## src/rtl/core/jse_pkg.sv

```systemverilog
// Shared types, byte constants and a helper function for the JSON string escaper.
`default_nettype none

package jse_pkg;

    // Input beat as seen on the input channel
    typedef struct packed {
        logic [7:0] data_byte;
        logic       first_of_string;
        logic       last_of_string;
        logic       empty_string;
    } t_in_item;

    // Output beat as seen on the output channel
    typedef struct packed {
        logic [7:0] out_byte;
        logic       end_of_run;
    } t_out_item;

    // Body forms of one source byte
    typedef enum logic [1:0] {
        K_PLAIN,
        K_PAIR,
        K_UNI,
        K_EMPTY
    } t_kind;

    // Classified item handed from front to back
    typedef struct packed {
        logic       open_q;
        logic       close_q;
        t_kind      kind;
        logic [7:0] code;
    } t_desc;

    localparam logic [7:0] QUOTE_BYTE  = 8'h22;
    localparam logic [7:0] APOS_BYTE   = 8'h27;
    localparam logic [7:0] SLASH_BYTE  = 8'h2F;
    localparam logic [7:0] BSLASH_BYTE = 8'h5C;
    localparam logic [7:0] LT_BYTE     = 8'h3C;
    localparam logic [7:0] GT_BYTE     = 8'h3E;
    localparam logic [7:0] CTL_BS      = 8'h08;
    localparam logic [7:0] CTL_HT      = 8'h09;
    localparam logic [7:0] CTL_LF      = 8'h0A;
    localparam logic [7:0] CTL_VT      = 8'h0B;
    localparam logic [7:0] CTL_FF      = 8'h0C;
    localparam logic [7:0] CTL_CR      = 8'h0D;
    localparam logic [7:0] CH_LOW_B    = 8'h62;
    localparam logic [7:0] CH_LOW_F    = 8'h66;
    localparam logic [7:0] CH_LOW_N    = 8'h6E;
    localparam logic [7:0] CH_LOW_R    = 8'h72;
    localparam logic [7:0] CH_LOW_T    = 8'h74;
    localparam logic [7:0] CH_LOW_U    = 8'h75;
    localparam logic [7:0] CH_LOW_V    = 8'h76;
    localparam logic [7:0] CH_ZERO     = 8'h30;
    localparam logic [7:0] CTL_LIMIT   = 8'h20;

    // Lowercase hex digit for one nibble
    function automatic logic [7:0] hex_digit(input logic [3:0] nib);
        logic [7:0] res;
        if (nib < 4'd10) begin
            res = 8'h30 + {4'd0, nib};
        end else begin
            res = 8'h57 + {4'd0, nib};
        end
        return res;
    endfunction

endpackage

`default_nettype wire

```

## src/rtl/core/jse_front.sv

```systemverilog
// Front end: accepts input beats and classifies each byte into an escape form.
`default_nettype none

module jse_front
    import jse_pkg::*;
(
    input  wire logic     i_in_valid,
    output logic          o_in_ready,
    input  wire t_in_item i_in_data,
    input  wire logic     i_q_ready,
    output logic          o_push,
    output t_desc         o_desc
);

    assign o_in_ready = i_q_ready;
    assign o_push     = i_in_valid && i_q_ready;

    always_comb begin
        o_desc.open_q  = i_in_data.first_of_string;
        o_desc.close_q = i_in_data.last_of_string;
        o_desc.kind    = K_PLAIN;
        o_desc.code    = i_in_data.data_byte;
        if (i_in_data.empty_string) begin
            o_desc.open_q  = 1'b1;
            o_desc.close_q = 1'b1;
            o_desc.kind    = K_EMPTY;
        end else begin
            case (i_in_data.data_byte)
                QUOTE_BYTE, APOS_BYTE, BSLASH_BYTE, SLASH_BYTE: begin
                    o_desc.kind = K_PAIR;
                end
                CTL_BS: begin
                    o_desc.kind = K_PAIR;
                    o_desc.code = CH_LOW_B;
                end
                CTL_FF: begin
                    o_desc.kind = K_PAIR;
                    o_desc.code = CH_LOW_F;
                end
                CTL_LF: begin
                    o_desc.kind = K_PAIR;
                    o_desc.code = CH_LOW_N;
                end
                CTL_CR: begin
                    o_desc.kind = K_PAIR;
                    o_desc.code = CH_LOW_R;
                end
                CTL_HT: begin
                    o_desc.kind = K_PAIR;
                    o_desc.code = CH_LOW_T;
                end
                CTL_VT: begin
                    o_desc.kind = K_PAIR;
                    o_desc.code = CH_LOW_V;
                end
                LT_BYTE, GT_BYTE: begin
                    o_desc.kind = K_UNI;
                end
                default: begin
                    if (i_in_data.data_byte < CTL_LIMIT) begin
                        o_desc.kind = K_UNI;
                    end
                end
            endcase
        end
    end

endmodule

`default_nettype wire

```

## src/rtl/core/jse_queue.sv

```systemverilog
// Short descriptor queue between the front end and the output sequencer.
`default_nettype none

module jse_queue
    import jse_pkg::*;
#(
    parameter int DEPTH = 4
) (
    input  wire logic  i_clk,
    input  wire logic  i_rst_n,
    input  wire logic  i_push,
    input  wire t_desc i_desc,
    output logic       o_ready,
    input  wire logic  i_pop,
    output logic       o_head_valid,
    output t_desc      o_head
);

    localparam int PW = (DEPTH > 1) ? $clog2(DEPTH) : 1;
    localparam int CW = $clog2(DEPTH + 1);

    t_desc         r_mem [DEPTH];
    logic [PW-1:0] r_wr_ptr;
    logic [PW-1:0] r_rd_ptr;
    logic [CW-1:0] r_count;
    logic [PW-1:0] n_wr_ptr;
    logic [PW-1:0] n_rd_ptr;

    assign o_ready      = (r_count != CW'(DEPTH));
    assign o_head_valid = (r_count != '0);
    assign o_head       = r_mem[r_rd_ptr];

    assign n_wr_ptr = (r_wr_ptr == PW'(DEPTH - 1)) ? '0 : r_wr_ptr + 1'b1;
    assign n_rd_ptr = (r_rd_ptr == PW'(DEPTH - 1)) ? '0 : r_rd_ptr + 1'b1;

    always_ff @(posedge i_clk) begin
        if (i_push) begin
            r_mem[r_wr_ptr] <= i_desc;
        end
    end

    always_ff @(posedge i_clk) begin
        if (!i_rst_n) begin
            r_wr_ptr <= '0;
            r_rd_ptr <= '0;
            r_count  <= '0;
        end else begin
            if (i_push) begin
                r_wr_ptr <= n_wr_ptr;
            end
            if (i_pop) begin
                r_rd_ptr <= n_rd_ptr;
            end
            case ({i_push, i_pop})
                2'b10:   r_count <= r_count + 1'b1;
                2'b01:   r_count <= r_count - 1'b1;
                default: r_count <= r_count;
            endcase
        end
    end

`ifndef SYNTHESIS
    a_count_bound: assert property (@(posedge i_clk) disable iff (!i_rst_n)
        r_count <= CW'(DEPTH))
        else $error("queue count beyond depth");
    a_no_pop_empty: assert property (@(posedge i_clk) disable iff (!i_rst_n)
        i_pop |-> r_count != '0)
        else $error("pop from empty queue");
    a_push_when_room: assert property (@(posedge i_clk) disable iff (!i_rst_n)
        i_push && !i_pop |=> r_count == $past(r_count) + 1'b1)
        else $error("push lost");
`endif

endmodule

`default_nettype wire

```

## src/rtl/core/jse_back.sv

```systemverilog
// Output sequencer: expands each descriptor into escaped bytes through one output register.
`default_nettype none

module jse_back
    import jse_pkg::*;
(
    input  wire logic  i_clk,
    input  wire logic  i_rst_n,
    input  wire logic  i_head_valid,
    input  wire t_desc i_head,
    output logic       o_pop,
    output logic       o_out_valid,
    input  wire logic  i_out_ready,
    output t_out_item  o_out_data
);

    logic [2:0] r_idx;
    logic       r_out_valid;
    t_out_item  r_out;

    logic [2:0] body_len;
    logic [3:0] total_len;
    logic [2:0] body_idx;
    logic       is_last;
    logic       fire;
    logic [7:0] body_byte;
    logic [7:0] cur_byte;

    always_comb begin
        case (i_head.kind)
            K_PLAIN: body_len = 3'd1;
            K_PAIR:  body_len = 3'd2;
            K_UNI:   body_len = 3'd6;
            K_EMPTY: body_len = 3'd0;
            default: body_len = 3'd0;
        endcase
    end

    assign total_len = {1'b0, body_len} + {3'd0, i_head.open_q} + {3'd0, i_head.close_q};
    assign is_last   = ({1'b0, r_idx} == total_len - 4'd1);
    assign body_idx  = r_idx - {2'd0, i_head.open_q};

    always_comb begin
        body_byte = i_head.code;
        case (i_head.kind)
            K_PAIR: begin
                if (body_idx == 3'd0) begin
                    body_byte = BSLASH_BYTE;
                end
            end
            K_UNI: begin
                case (body_idx)
                    3'd0:    body_byte = BSLASH_BYTE;
                    3'd1:    body_byte = CH_LOW_U;
                    3'd2:    body_byte = CH_ZERO;
                    3'd3:    body_byte = CH_ZERO;
                    3'd4:    body_byte = hex_digit(i_head.code[7:4]);
                    default: body_byte = hex_digit(i_head.code[3:0]);
                endcase
            end
            default: body_byte = i_head.code;
        endcase
    end

    always_comb begin
        if (i_head.open_q && r_idx == 3'd0) begin
            cur_byte = QUOTE_BYTE;
        end else if (body_idx < body_len) begin
            cur_byte = body_byte;
        end else begin
            cur_byte = QUOTE_BYTE;
        end
    end

    // Advance when a descriptor is at the head and the output register is free or being drained
    assign fire  = i_head_valid && (!r_out_valid || i_out_ready);
    assign o_pop = fire && is_last;

    always_ff @(posedge i_clk) begin
        if (!i_rst_n) begin
            r_idx       <= '0;
            r_out_valid <= 1'b0;
        end else begin
            if (fire) begin
                r_out_valid <= 1'b1;
                r_idx       <= is_last ? 3'd0 : r_idx + 3'd1;
            end else if (i_out_ready) begin
                r_out_valid <= 1'b0;
            end
        end
    end

    always_ff @(posedge i_clk) begin
        if (fire) begin
            r_out.out_byte   <= cur_byte;
            r_out.end_of_run <= is_last;
        end
    end

    assign o_out_valid = r_out_valid;
    assign o_out_data  = r_out;

`ifndef SYNTHESIS
    a_mid_item_head: assert property (@(posedge i_clk) disable iff (!i_rst_n)
        r_idx != 3'd0 |-> i_head_valid)
        else $error("head lost in the middle of an item");
    a_pop_marks_end: assert property (@(posedge i_clk) disable iff (!i_rst_n)
        o_pop |=> r_out_valid && r_out.end_of_run)
        else $error("item retired without end_of_run beat");
    a_idx_bound: assert property (@(posedge i_clk) disable iff (!i_rst_n)
        i_head_valid |-> {1'b0, r_idx} < total_len)
        else $error("byte index past item length");
`endif

endmodule

`default_nettype wire

```

## src/rtl/core/json_string_escaper.sv

```systemverilog
// Path: the first escaped byte of an item passes through the descriptor queue, then the output register.
// Throughput: an item that yields n output bytes (1 to 8) holds the single output register
// until all n are sent; plain bytes stream at one per cycle while i_out_ready stays high;
// escaped bytes stall the input once the descriptor queue (QUEUE_DEPTH entries) fills.
// Reset: synchronous active-low reset empties the queue, the sequencer and the output register.
`default_nettype none

module json_string_escaper
    import jse_pkg::*;
#(
    parameter int QUEUE_DEPTH = 4
) (
    input  wire logic     i_clk,
    input  wire logic     i_rst_n,
    input  wire logic     i_in_valid,
    output logic          o_in_ready,
    input  wire t_in_item i_in_data,
    output logic          o_out_valid,
    input  wire logic     i_out_ready,
    output t_out_item     o_out_data
);

    logic  q_ready;
    logic  push;
    t_desc desc;
    logic  pop;
    logic  head_valid;
    t_desc head;

    jse_front u_front (
        .i_in_valid (i_in_valid),
        .o_in_ready (o_in_ready),
        .i_in_data  (i_in_data),
        .i_q_ready  (q_ready),
        .o_push     (push),
        .o_desc     (desc)
    );

    jse_queue #(
        .DEPTH (QUEUE_DEPTH)
    ) u_queue (
        .i_clk        (i_clk),
        .i_rst_n      (i_rst_n),
        .i_push       (push),
        .i_desc       (desc),
        .o_ready      (q_ready),
        .i_pop        (pop),
        .o_head_valid (head_valid),
        .o_head       (head)
    );

    jse_back u_back (
        .i_clk        (i_clk),
        .i_rst_n      (i_rst_n),
        .i_head_valid (head_valid),
        .i_head       (head),
        .o_pop        (pop),
        .o_out_valid  (o_out_valid),
        .i_out_ready  (i_out_ready),
        .o_out_data   (o_out_data)
    );

endmodule

`default_nettype wire

```

## config.mk

```make
export PLATFORM = sky130hd
export DESIGN_NAME = json_string_escaper
export DESIGN_NICKNAME = d
export VERILOG_FILES = /design/src/rtl/core/jse_pkg.sv /design/src/rtl/core/jse_front.sv /design/src/rtl/core/jse_queue.sv /design/src/rtl/core/jse_back.sv /design/src/rtl/core/json_string_escaper.sv
export SDC_FILE = /design/constraint.sdc
export NUM_CORES = 1
export LEC_CHECK = 0
export BUFFER_PORTS_ARGS = -buffer_cell sky130_fd_sc_hd__buf_2
export CAP_MARGIN = 20
export CORE_UTILIZATION = 40
export DETAILED_ROUTE_END_ITERATION = 7
export GPL_TIMING_DRIVEN = 1
export MAX_ROUTING_LAYER = met4
export PLACE_DENSITY_LB_ADDON = 0.2
export SLEW_MARGIN = 10
export SYNTH_ARGS = -nofsm -noshare
export SYNTH_HDL_FRONTEND = slang
export SYNTH_SLANG_ARGS = --single-unit
```

## constraint.sdc

```tcl
create_clock -name i_clk -period 12.9 [get_ports i_clk]
set_clock_uncertainty 0.15 [all_clocks]
set_input_delay 3.87 -clock i_clk [delete_from_list [all_inputs] [get_ports i_clk]]
set_output_delay 3.87 -clock i_clk [all_outputs]
set_load 0.01 [all_outputs]
```

**Word-level counts from Yosys, hierarchy flattened**

Memories as Yosys holds them, arrays and structs flattened. A register that Yosys moved wholly into a read port is not among the register bits.
Cells that the tools add are included.

- $add $sub $neg: 13
- Equality and inequality tests: 25
- Reduce and logical (&&, ||, !) cells: 16
- Magnitude comparators: 4
- Bitwise gates (word level): 1
- Mux-type cells: 22

Operators with widths:

| kind | count |
|---|---|
| $eq A8 B4 Y1 const B | 6 |
| $pmux W8 S6 | 1 |
| $eq A8 B6 Y1 const B | 5 |
| $mux W8 | 4 |
| $pmux W8 S4 | 1 |
| $add A7 B4 Y8 const A | 2 |
| $pmux W8 S2 | 1 |
| $add A6 B4 Y7 const A | 2 |
| $mux W2 | 7 |
| $pmux W3 S4 | 1 |
| $eq A2 B2 Y1 const B | 5 |
| $reduce_or A10 Y1 | 1 |
| $eq A8 B7 Y1 const B | 1 |
| $lt A4 B4 Y1 const B | 2 |
| $lt A8 B6 Y1 const B | 1 |
| $add A3 B1 Y3 const B | 2 |
| $eq A3 B2 Y1 const B | 2 |
| $logic_not A3 Y1 | 2 |
| $pmux W3 S2 | 1 |
| $reduce_or A2 Y1 | 3 |
| $add A2 B1 Y2 const B | 2 |
| $add A3 B1 Y4 | 1 |
| $add A4 B1 Y4 | 1 |
| $eq A2 B1 Y1 const B | 2 |
| other kinds (18) | 25 |

- Bits in registers: 20
- Memories kept: 1
- Word-level logic and storage cells: 89
- RAM bits: 48

Memories:

| name | depth | width | rd ports | clocked after memory_dff | wr ports | line | text |
|---|---|---|---|---|---|---|---|
| u_queue.r_mem | 4 | 12 | 1 | 1 | 1 | jse_queue.sv:22 | `t_desc r_mem [DEPTH];` |

**Logic depth before layout (Yosys ltp)**

Gate-level depths: netlist (run 1).

- Depth after elaboration: 9
- Mapped depth: 20
- Gate-level depth less buffers: 19

**Hierarchy**

A second synthesis (run 1) with hierarchy kept.

- Cell total of the unflattened synthesis: 299
- Area, all modules: 3701.0 µm²

Modules (own cells, without submodules):

| module | cells each | seq. area each (µm²) | area each (µm²) | times used |
|---|---|---|---|---|
| jse_queue | 109 | 1621.6 | 2199.6 | 1 |
| jse_back | 155 | 350.3 | 1270.0 | 1 |
| jse_front | 35 | 0.0 | 231.5 | 1 |

**Least setup slack after synthesis (run 1)**

OpenSTA, ideal clock, no wires.

- Path type: input-to-reg
- Start point: input port i_out_ready
- End point: register u_queue.r_count[2]
- Buffers on the path: 0
- Library setup time: 0.076 ns
- Path slack: 6.887 ns
- Arrival time: 5.787 ns
- Stages: 11
- Cell sequence: inv_1 > a21o_1 > inv_1 > nand2_1 > inv_1 > ha_1 > inv_1 > fa_1 > xor2_1 > or3_1 > a21boi_0

- Cells in the longest elaborated chain, start to end: 5
- Elaborated cells on any way between the ends: 7

RTL lines:

| item | line | text |
|---|---|---|
| from (decl) | json_string_escaper.sv:19 | `input wire logic i_out_ready,` |
| $logic_or A1 B1 Y1 (*) | jse_back.sv:76 | `assign fire = i_head_valid && (!r_out_valid \|\| i_out_ready);` |
| $logic_and A1 B1 Y1 (*) | jse_back.sv:76 |  |
| named net u_back.fire | jse_back.sv:25 | `logic fire;` |
| $logic_and A1 B1 Y1 (*) | jse_back.sv:77 | `assign o_pop = fire && is_last;` |
| $eq A2 B1 Y1 / $eq A2 B2 Y1 (equally long branches) | jse_queue.sv:54 | `case ({i_push, i_pop})` |
| $pmux W3 S2 / $reduce_bool A2 Y1 (equally long branches) | -- |  |
| to (signal assigned) | jse_queue.sv:55 | `2'b10: r_count <= r_count + 1'b1;` |
| to (signal assigned) | jse_queue.sv:56 | `2'b01: r_count <= r_count - 1'b1;` |
| to (signal assigned) | jse_queue.sv:57 | `default: r_count <= r_count;` |
| to (decl) | jse_queue.sv:25 | `logic [CW-1:0] r_count;` |

Mark *: on every way through the listed nets, which the timed path passes. The rest lies on a longest branch.
A chain may end at the register's enable or synchronous reset.

**Final worst setup path (run 1)**

Same ends and word-level chain as after synthesis.

==> metrics.yaml, run 1 <==
clock_tree:
  cts_buffers: 9
  ctsRootBufferMaster: "clkbuf_8"
  cts_setup_buffers: 0
  hold_buffers: 0
  cts_resized: 0
  clock_path_buffers: 2
  clk_pin_slew_ns: 0.08
  tritoncts: "done"
  cts.sinks: 70
  clk_latency_ns: 0.34
  htreeDepth: 3
final_layout:
  area_growth_pct: 11.73
  nets: 350
  drive_above_1_share_pct: 16.09
  final_cell_mix: "edfxtp_1 (57), inv_1 (30), buf_2 (25)"
  diodes: 0
  layout_commonest_cell: "edfxtp_1"
timing:
  finalMaxSlewViolations: 0
  setup_viol: 0
  fin_setup_tns_ns: 0
  slew_headroom_pct: 50.24
  fmax_mhz: 167.2
  hold_viol: 0
  fin_crit_sh_pct: 46.36
  finalWorstSetupSlack_ns: 6.919
  tightest_slew_ns: 0.7454
  rsz0062_at_grt: "no"
  min_period_ns: 5.981
detailed_routing:
  drc_errors: 0
  vias_per_cell: 5.256
  vias: 2234
  final_antenna_net_count: 0
  wl_per_cell_um: 15.08
  drt-total-wl_mm: 6.408
  drt_iter0_markers: 85
  first_pass_iters: 4
min_path:
  hold_depth: 2
  hold_end: "u_back.o_out_valid$_SDFFE_PN0P_"
  hold_path.startpoint: "u_back.o_out_valid$_SDFFE_PN0P_"
  hold_class: "reg2reg"
synth:
  syn_inst: 281
  synthArstFlopShare_pct: 0
  synth-seq-area-share_pct: 54.70
  synth-seq-cells: 70
  synth_edf_count: 57
  synth.avg_cell_area_um2: 12.83
  syn_area_mm2: 0.003605
  synth_cell_type_count: 52
  synth_fp_nets: 319
  yosys_warnings: 0
  synthFlopType: "edfxtp_1"
place:
  io_buffers: 25
  place_congestion: 0.8268
  dp_slack_ns: 6.535
  hpwl_mm: 4.502
grt:
  grt_max_degree: 13
  antenna_found_initial: 0
  overflow: 0
  grt_pass1_vias: 2246
  track_usage_pct: 15.60
  grt_pass1_wl_mm: 11.07
setup_path:
  cp.arrival_ns: 6.10
  path_common_cell: "inv_1"
  critPathBufInv: 5
  cpMaxStageDelayCell: "fa_1"
  r2r-end: "u_queue.r_count[2]$_SDFFE_PN0P_"
  path_max_fanout: 11
  path_class: "in2reg"
  crit_path_start_kind: "input port"
  reg2reg_slack_ns: 7.63
  cp-end-kind: "flop"
  max_stage_delay_ns: 0.40
  cp_data_required_time_ns: 13.01
  cp_cell_sequence: "buf_2 > inv_1 > a21o_1 > inv_1 > nand2_1 > inv_1 > ha_1 > inv_1 > fa_1 > xor2_1 > or3_1 > a21boi_0"
  reg2reg_depth: 19
  crit_family: "buffers and inverters"
job:
  timing.max_cap.violations: 0
die:
  fp.dieW_um: 96.93
  start_util_pct: 41.33
  dieArea_mm2: 0.009395
  top_level_ports: 26
  die_h_um: 96.93
  core_mm2: 0.008721
  placementRows: 34
pwr:
  p_leak_nw: 1.505
  ir_drop_uv: 55.17
  power-per-cell-area_mw_per_mm2: 171.8
run_status:
  status: "completed"
==> through the flow <==
step           cells  utilization [%]  hold WS (ns)  power (W)  instance area [µm²]
2_1_floorplan    281                -        0.3101  0.0004677                 3605
3_3_place_gp     409            44.00        0.3165  0.0005205                 3837
3_5_place_dp     409            44.00        0.3240  0.0005244                 3837
4_1_cts          425            46.18        0.3364  0.0006982                 4028
5_1_grt          425            46.18        0.3860  0.0007415                 4028
6_report         425            46.18        0.3288  0.0006921                 4028
==> state kept, by name, summed over array words and instances, names as in the netlist, named ones only <==
register	cells
u_queue.r_mem	48
u_back.o_out_data	9
u_back.r_idx	3
u_queue.r_count	3
u_queue.r_rd_ptr	2
u_queue.r_wr_ptr	2
u_back.o_out_valid	1
==> synth_stat cells, drive strengths merged, types with 2 or more instances <==
master	n	area share [%]
nor4	2	0.76
o22ai	2	0.35
o31ai	2	0.42
nor3	7	0.97
nor2	11	1.1
clkbuf	3	0.31
fa	3	1.7
xnor2	5	1.2
and3	6	1.2
o21ai	13	1.8
a21o	2	0.42
inv	30	3.1
xor2	3	0.73
edfxtp	57	47
dfxtp	13	7.2
a21boi	7	1.5
a21oi	16	2.2
nand3	3	0.42
a32oi	2	0.49
or2	3	0.59
a211oi	4	0.83
o221ai	2	0.49
nand2	18	1.9
o21a	2	0.42
buf	2	0.45
mux4	12	8.2
nand3b	4	0.83
and2	4	0.69
nor2b	4	0.69
ha	20	6.9
or3	2	0.35
nand2b	3	0.52
==> cell families after synthesis <==
logic type | synth area share [%]
buffers and inverters | 3.887
XOR/XNOR | 1.944
multiplexers | 8.817
AND/OR/NAND/NOR | 10.83
adder cells (fa/ha/maj) | 8.608
flip-flops | 54.70
AO/OA/AOI/OAI | 11.21
==> metal layers <==
layer	up-vias	wire (µm)	track usage (%)
met5	-	0	-
met4	0	83	5.855
met3	10	227	4.408
met2	46	3031	24.49
met1	1064	3066	19.20
li1	1114	-	-
==> power by group <==
part           internal, W  switching (W)  leakage, nW  total (W)
registers         0.000280      0.0000139        0.629   0.000294
logic            0.0000900       0.000136        0.786   0.000226
clock network    0.0000887      0.0000838       0.0899   0.000172
==> layout make-up <==
| type | count | area (µm²) |
|---|---|---|
| inverters | 30 | 112.6 |
| fillers | 789 | 4693 |
| well taps | 108 | 135.1 |
| repair buffers | 25 | 125.1 |
| clock buffers | 10 | 127.6 |
| multi-input cells | 176 | 1493 |
| clock inverters | 6 | 62.56 |
| flip-flops and latches | 70 | 1972 |
==> worst min-delay path, cell delays in order (launching register included) <==
cell	delay [ns]
dfxtp_1	0.32
nand2_1	0.05
a21boi_0	0.06
==> worst max-delay path by stage <==
| stage | from | end | depth (start not counted) |
|---|---|---|---|
| final | i_out_ready | u_queue.r_count[2]$_SDFFE_PN0P_ | 12 |
| after global routing | i_out_ready | u_queue.r_count[2]$_SDFFE_PN0P_ | 12 |
| after CTS | i_out_ready | u_queue.r_count[2]$_SDFFE_PN0P_ | 12 |
| after detailed placement | i_out_ready | u_queue.r_count[2]$_SDFFE_PN0P_ | 12 |
| after global placement | i_out_ready | u_queue.r_count[2]$_SDFFE_PN0P_ | 12 |
| after floorplan | i_out_ready | u_queue.r_count[2]$_SDFFE_PN0P_ | 11 |
Note: power is estimated with default switching activity, not from simulation.
==> run 2, diff against run 1 <==
Settings changed: ABC_AREA set to 1.
Clock period 12.9 ns to 5.99 ns, I/O delays scaled along.
==> run 2 against run 1 <==
  * The flow now finishes with violations (design-rule violations)
  * Register-to-register slack worse by 6.3 ns
  * Sequential share of layout area is 1.2 points lower
  * Count of clock-buffer cells in the layout fell by 1
  * Critical path depth up 12
  * Combinational power grew to 3.5 times the previous value
  * Worst setup slack got worse by 5.6 ns
  * First-iteration DRC count grew 54%
  * Hold slack worse by 0.011 ns
  * Area after synthesis increased by 2.5%
  * Via count is 23% higher
  * Wire length rose by 12%
  * Largest cell class unchanged
  * Largest power group is now combinational logic
==> metrics.yaml, run 2 <==
min_path:
  hold_depth: 1  # -1
  hold_end: "u_queue.r_count[0]$_SDFFE_PN0P_"
  hold_path.startpoint: "u_queue.r_count[0]$_SDFFE_PN0P_"
  hold_class: "reg2reg"
setup_path:
  reg2reg_slack_ns: 1.30  # -6.33 ns
  cp-end-kind: "flop"
  cp_cell_sequence: "buf_4 > inv_2 > nand2_1 > a32oi_1 > inv_1 > ha_1 > inv_1 > ha_1 > inv_1 > ha_1 > fa_1 > nand2_1 > nand3_1 > nand3b_1 > nor2_1 > nand2_1 > inv_1 > ha_1 > inv_1 > fa_1 > a21oi_1 > o21ai_0 > o21ai_0 > a21oi_1"
  reg2reg_depth: 24  # +5
  r2r-end: "u_queue.r_count[2]$_SDFFE_PN0P_"
  crit_path_start_kind: "flop"
  cp.arrival_ns: 4.77  # -1.33 ns
  path_class: "reg2reg"
  path_common_cell: "inv_1"
  max_stage_delay_ns: 0.43  # +0.03 ns
  cp_data_required_time_ns: 6.07  # -6.94 ns
  cpMaxStageDelayCell: "fa_1"
  path_max_fanout: 25  # +14
die:
  dieArea_mm2: 0.009629  # +2.5%
  placementRows: 34  # unchanged
  top_level_ports: 26  # unchanged
  die_h_um: 98.13  # +1.2%
  core_mm2: 0.008848  # +1.5%
  fp.dieW_um: 98.13  # +1.2%
  start_util_pct: 41.77  # +0.44 points
grt:
  track_usage_pct: 16.73  # +1.1 points
  overflow: 0  # unchanged
  grt_max_degree: 26  # +13
  grt_pass1_vias: 2619  # +17%
  antenna_found_initial: 0  # unchanged
  grt_pass1_wl_mm: 12.04  # +8.7%
final_layout:
  final_cell_mix: "nand2_1 (118), edfxtp_1 (57), inv_1 (48)"
  nets: 486  # +39%
  area_growth_pct: 11.81  # about the same
  drive_above_1_share_pct: 13.69  # -2.4 points
  nFillCells: 851  # +7.9%
  layout_commonest_cell: "nand2_1"
  largest_reg_flops: 48  # unchanged
  diodes: 0  # unchanged
  largest-register: "u_queue.r_mem"
clock_tree:
  clk_latency_ns: 0.35  # about the same
  cts.sinks: 70  # unchanged
  clk_pin_slew_ns: 0.09  # about the same
  cts_setup_buffers: 0  # unchanged
  cts_resized: 0  # unchanged
  htreeDepth: 3  # unchanged
  tritoncts: "done"
  clock_path_buffers: 2  # unchanged
  hold_buffers: 0  # unchanged
  cts_buffers: 9  # unchanged
  ctsRootBufferMaster: "clkbuf_8"
detailed_routing:
  vias_per_cell: 4.909  # -6.6%
  first_pass_iters: 7  # +3
  final_antenna_net_count: 0  # unchanged
  drt_iter0_markers: 131  # +54%
  drc_errors: 2  # +2
  drt-total-wl_mm: 7.182  # +12%
  wl_per_cell_um: 12.80  # -15%
  vias: 2754  # +23%
timing:
  min_period_ns: 4.691
  fin_setup_tns_ns: 0  # unchanged
  finalMaxSlewViolations: 0  # unchanged
  tightest_slew_ns: 0.4425  # -0.3029 ns
  rsz0062_at_grt: "no"
  hold_viol: 0  # unchanged
  slew_headroom_pct: 70.50  # +20 points
  finalWorstSetupSlack_ns: 1.299  # -5.620 ns
  fin_crit_sh_pct: 78.31
  setup_viol: 0  # unchanged
  fmax_mhz: 213.2
  whs_ns: 0.3179  # -0.01094 ns
pwr:
  power-per-cell-area_mw_per_mm2: 437.3  # +150%
  ir_drop_uv: 126.8  # +130%
  p_leak_nw: 1.810  # +20%
synth:
  synth_cell_type_count: 32  # -38%
  synthTopCellsByCount: "nand2_1 (118), edfxtp_1 (57), inv_1 (48), nor2_1 (39), nand3_1 (32)"
  synth_fp_nets: 451  # +41%
  synth.avg_cell_area_um2: 8.949  # -30%
  synthFlopType: "edfxtp_1"
  syn_area_mm2: 0.003696  # +2.5%
  synth_edf_count: 57  # unchanged
  yosys_warnings: 0  # unchanged
  synth-seq-area-share_pct: 53.35  # -1.4 points
  yosysMostFrequentCell: "nand2_1"
  ys_top_cells_by_area: "edfxtp_1 (46%), nand2_1 (12%), dfxtp_1 (7.0%)"
  syn_inst: 413  # +47%
  synth_top_area_share_pct: 46.31  # -1.2 points
  synth_area_leader_cell: "edfxtp_1"
  synth-seq-cells: 70  # unchanged
  synthArstFlopShare_pct: 0  # unchanged
place:
  dp_slack_ns: 1.289  # -5.246 ns
  io_buffers: 25  # unchanged
  place_congestion: 0.8825  # +6.7%
  hpwl_mm: 5.235  # +16%
run_status:
  violations: "design-rule violations"
  status: "finished, violations left"
job:
  timing.max_cap.violations: 0  # unchanged
## run 2: cell count changes after synthesis, moves of 7 or more
cell	previous run	this run
mux4_1	7	0
nor2_1	11	39
inv_2	0	8
nand2_1	18	118
nand3_1	3	32
inv_1	30	48
## run 2: worst max path at each step
stage | cells after the start | slack [ns] | end
floorplan | 24 | 1.85 | u_queue.r_count[2]$_SDFFE_PN0P_
finish | 24 | 1.30 | u_queue.r_count[2]$_SDFFE_PN0P_
CTS | 24 | 1.27 | u_queue.r_count[2]$_SDFFE_PN0P_
global placement | 24 | 1.50 | u_queue.r_count[2]$_SDFFE_PN0P_
detailed placement | 24 | 1.29 | u_queue.r_count[2]$_SDFFE_PN0P_
global route | 24 | 0.69 | u_queue.r_count[2]$_SDFFE_PN0P_
## run 2: critical path, delay by kind of cell, from the launching register on
family / cells / cell delay (ns)
fa+ha+maj: 6 / 1.62
compound gates: 5 / 0.87
flops: 1 / 0.31
simple gates: 6 / 0.67
buf+inv: 7 / 0.94
## run 2: cell type report
type,instances,area (µm²),share of cell area (%)
Sequential cell,70,1972,47.71
Multi-Input combinational cell,280,1466,35.48
Inverter,56,210.2,5.086
Timing Repair Buffer,31,170.2,4.117
Tap cell,108,135.1,3.270
Clock buffer,9,123.9,2.997
Clock inverter,7,55.05,1.332
## run 2: per-layer routing
metal,global-route usage (%),part of all wire [%]
met5,-,0
met4,7.226,1.4
met3,4.223,4.0
met2,26.81,48
met1,19.97,47
## run 2: cell families after synthesis
logic type	share of synthesized area, %
simple gates	22.75
fa+ha+maj	8.395
flops	53.35
xor+xnor	1.185
buf+inv	6.973
compound gates	7.347
## run 2: power breakdown
group	switching (W)	leakage, nW	internal [W]	total [W]
clock network	0.000199	0.0870	0.000155	0.000354
logic	0.000515	1.09	0.000279	0.000793
registers	0.0000282	0.631	0.000631	0.000660
total	0.000742	1.81	0.00107	0.00181
## run 2: per-stage QoR
stage / total power [W] / util [%] / cells / instance area, µm²
6_report: 0.001807 / 46.71 / 561 / 4133
2_1_floorplan: 0.001267 / - / 413 / 3696
4_1_cts: 0.001825 / 46.71 / 561 / 4133
3_3_place_gp: 0.001462 / 44.68 / 545 / 3954
5_1_grt: 0.001975 / 46.71 / 561 / 4133
3_5_place_dp: 0.001466 / 44.68 / 545 / 3954
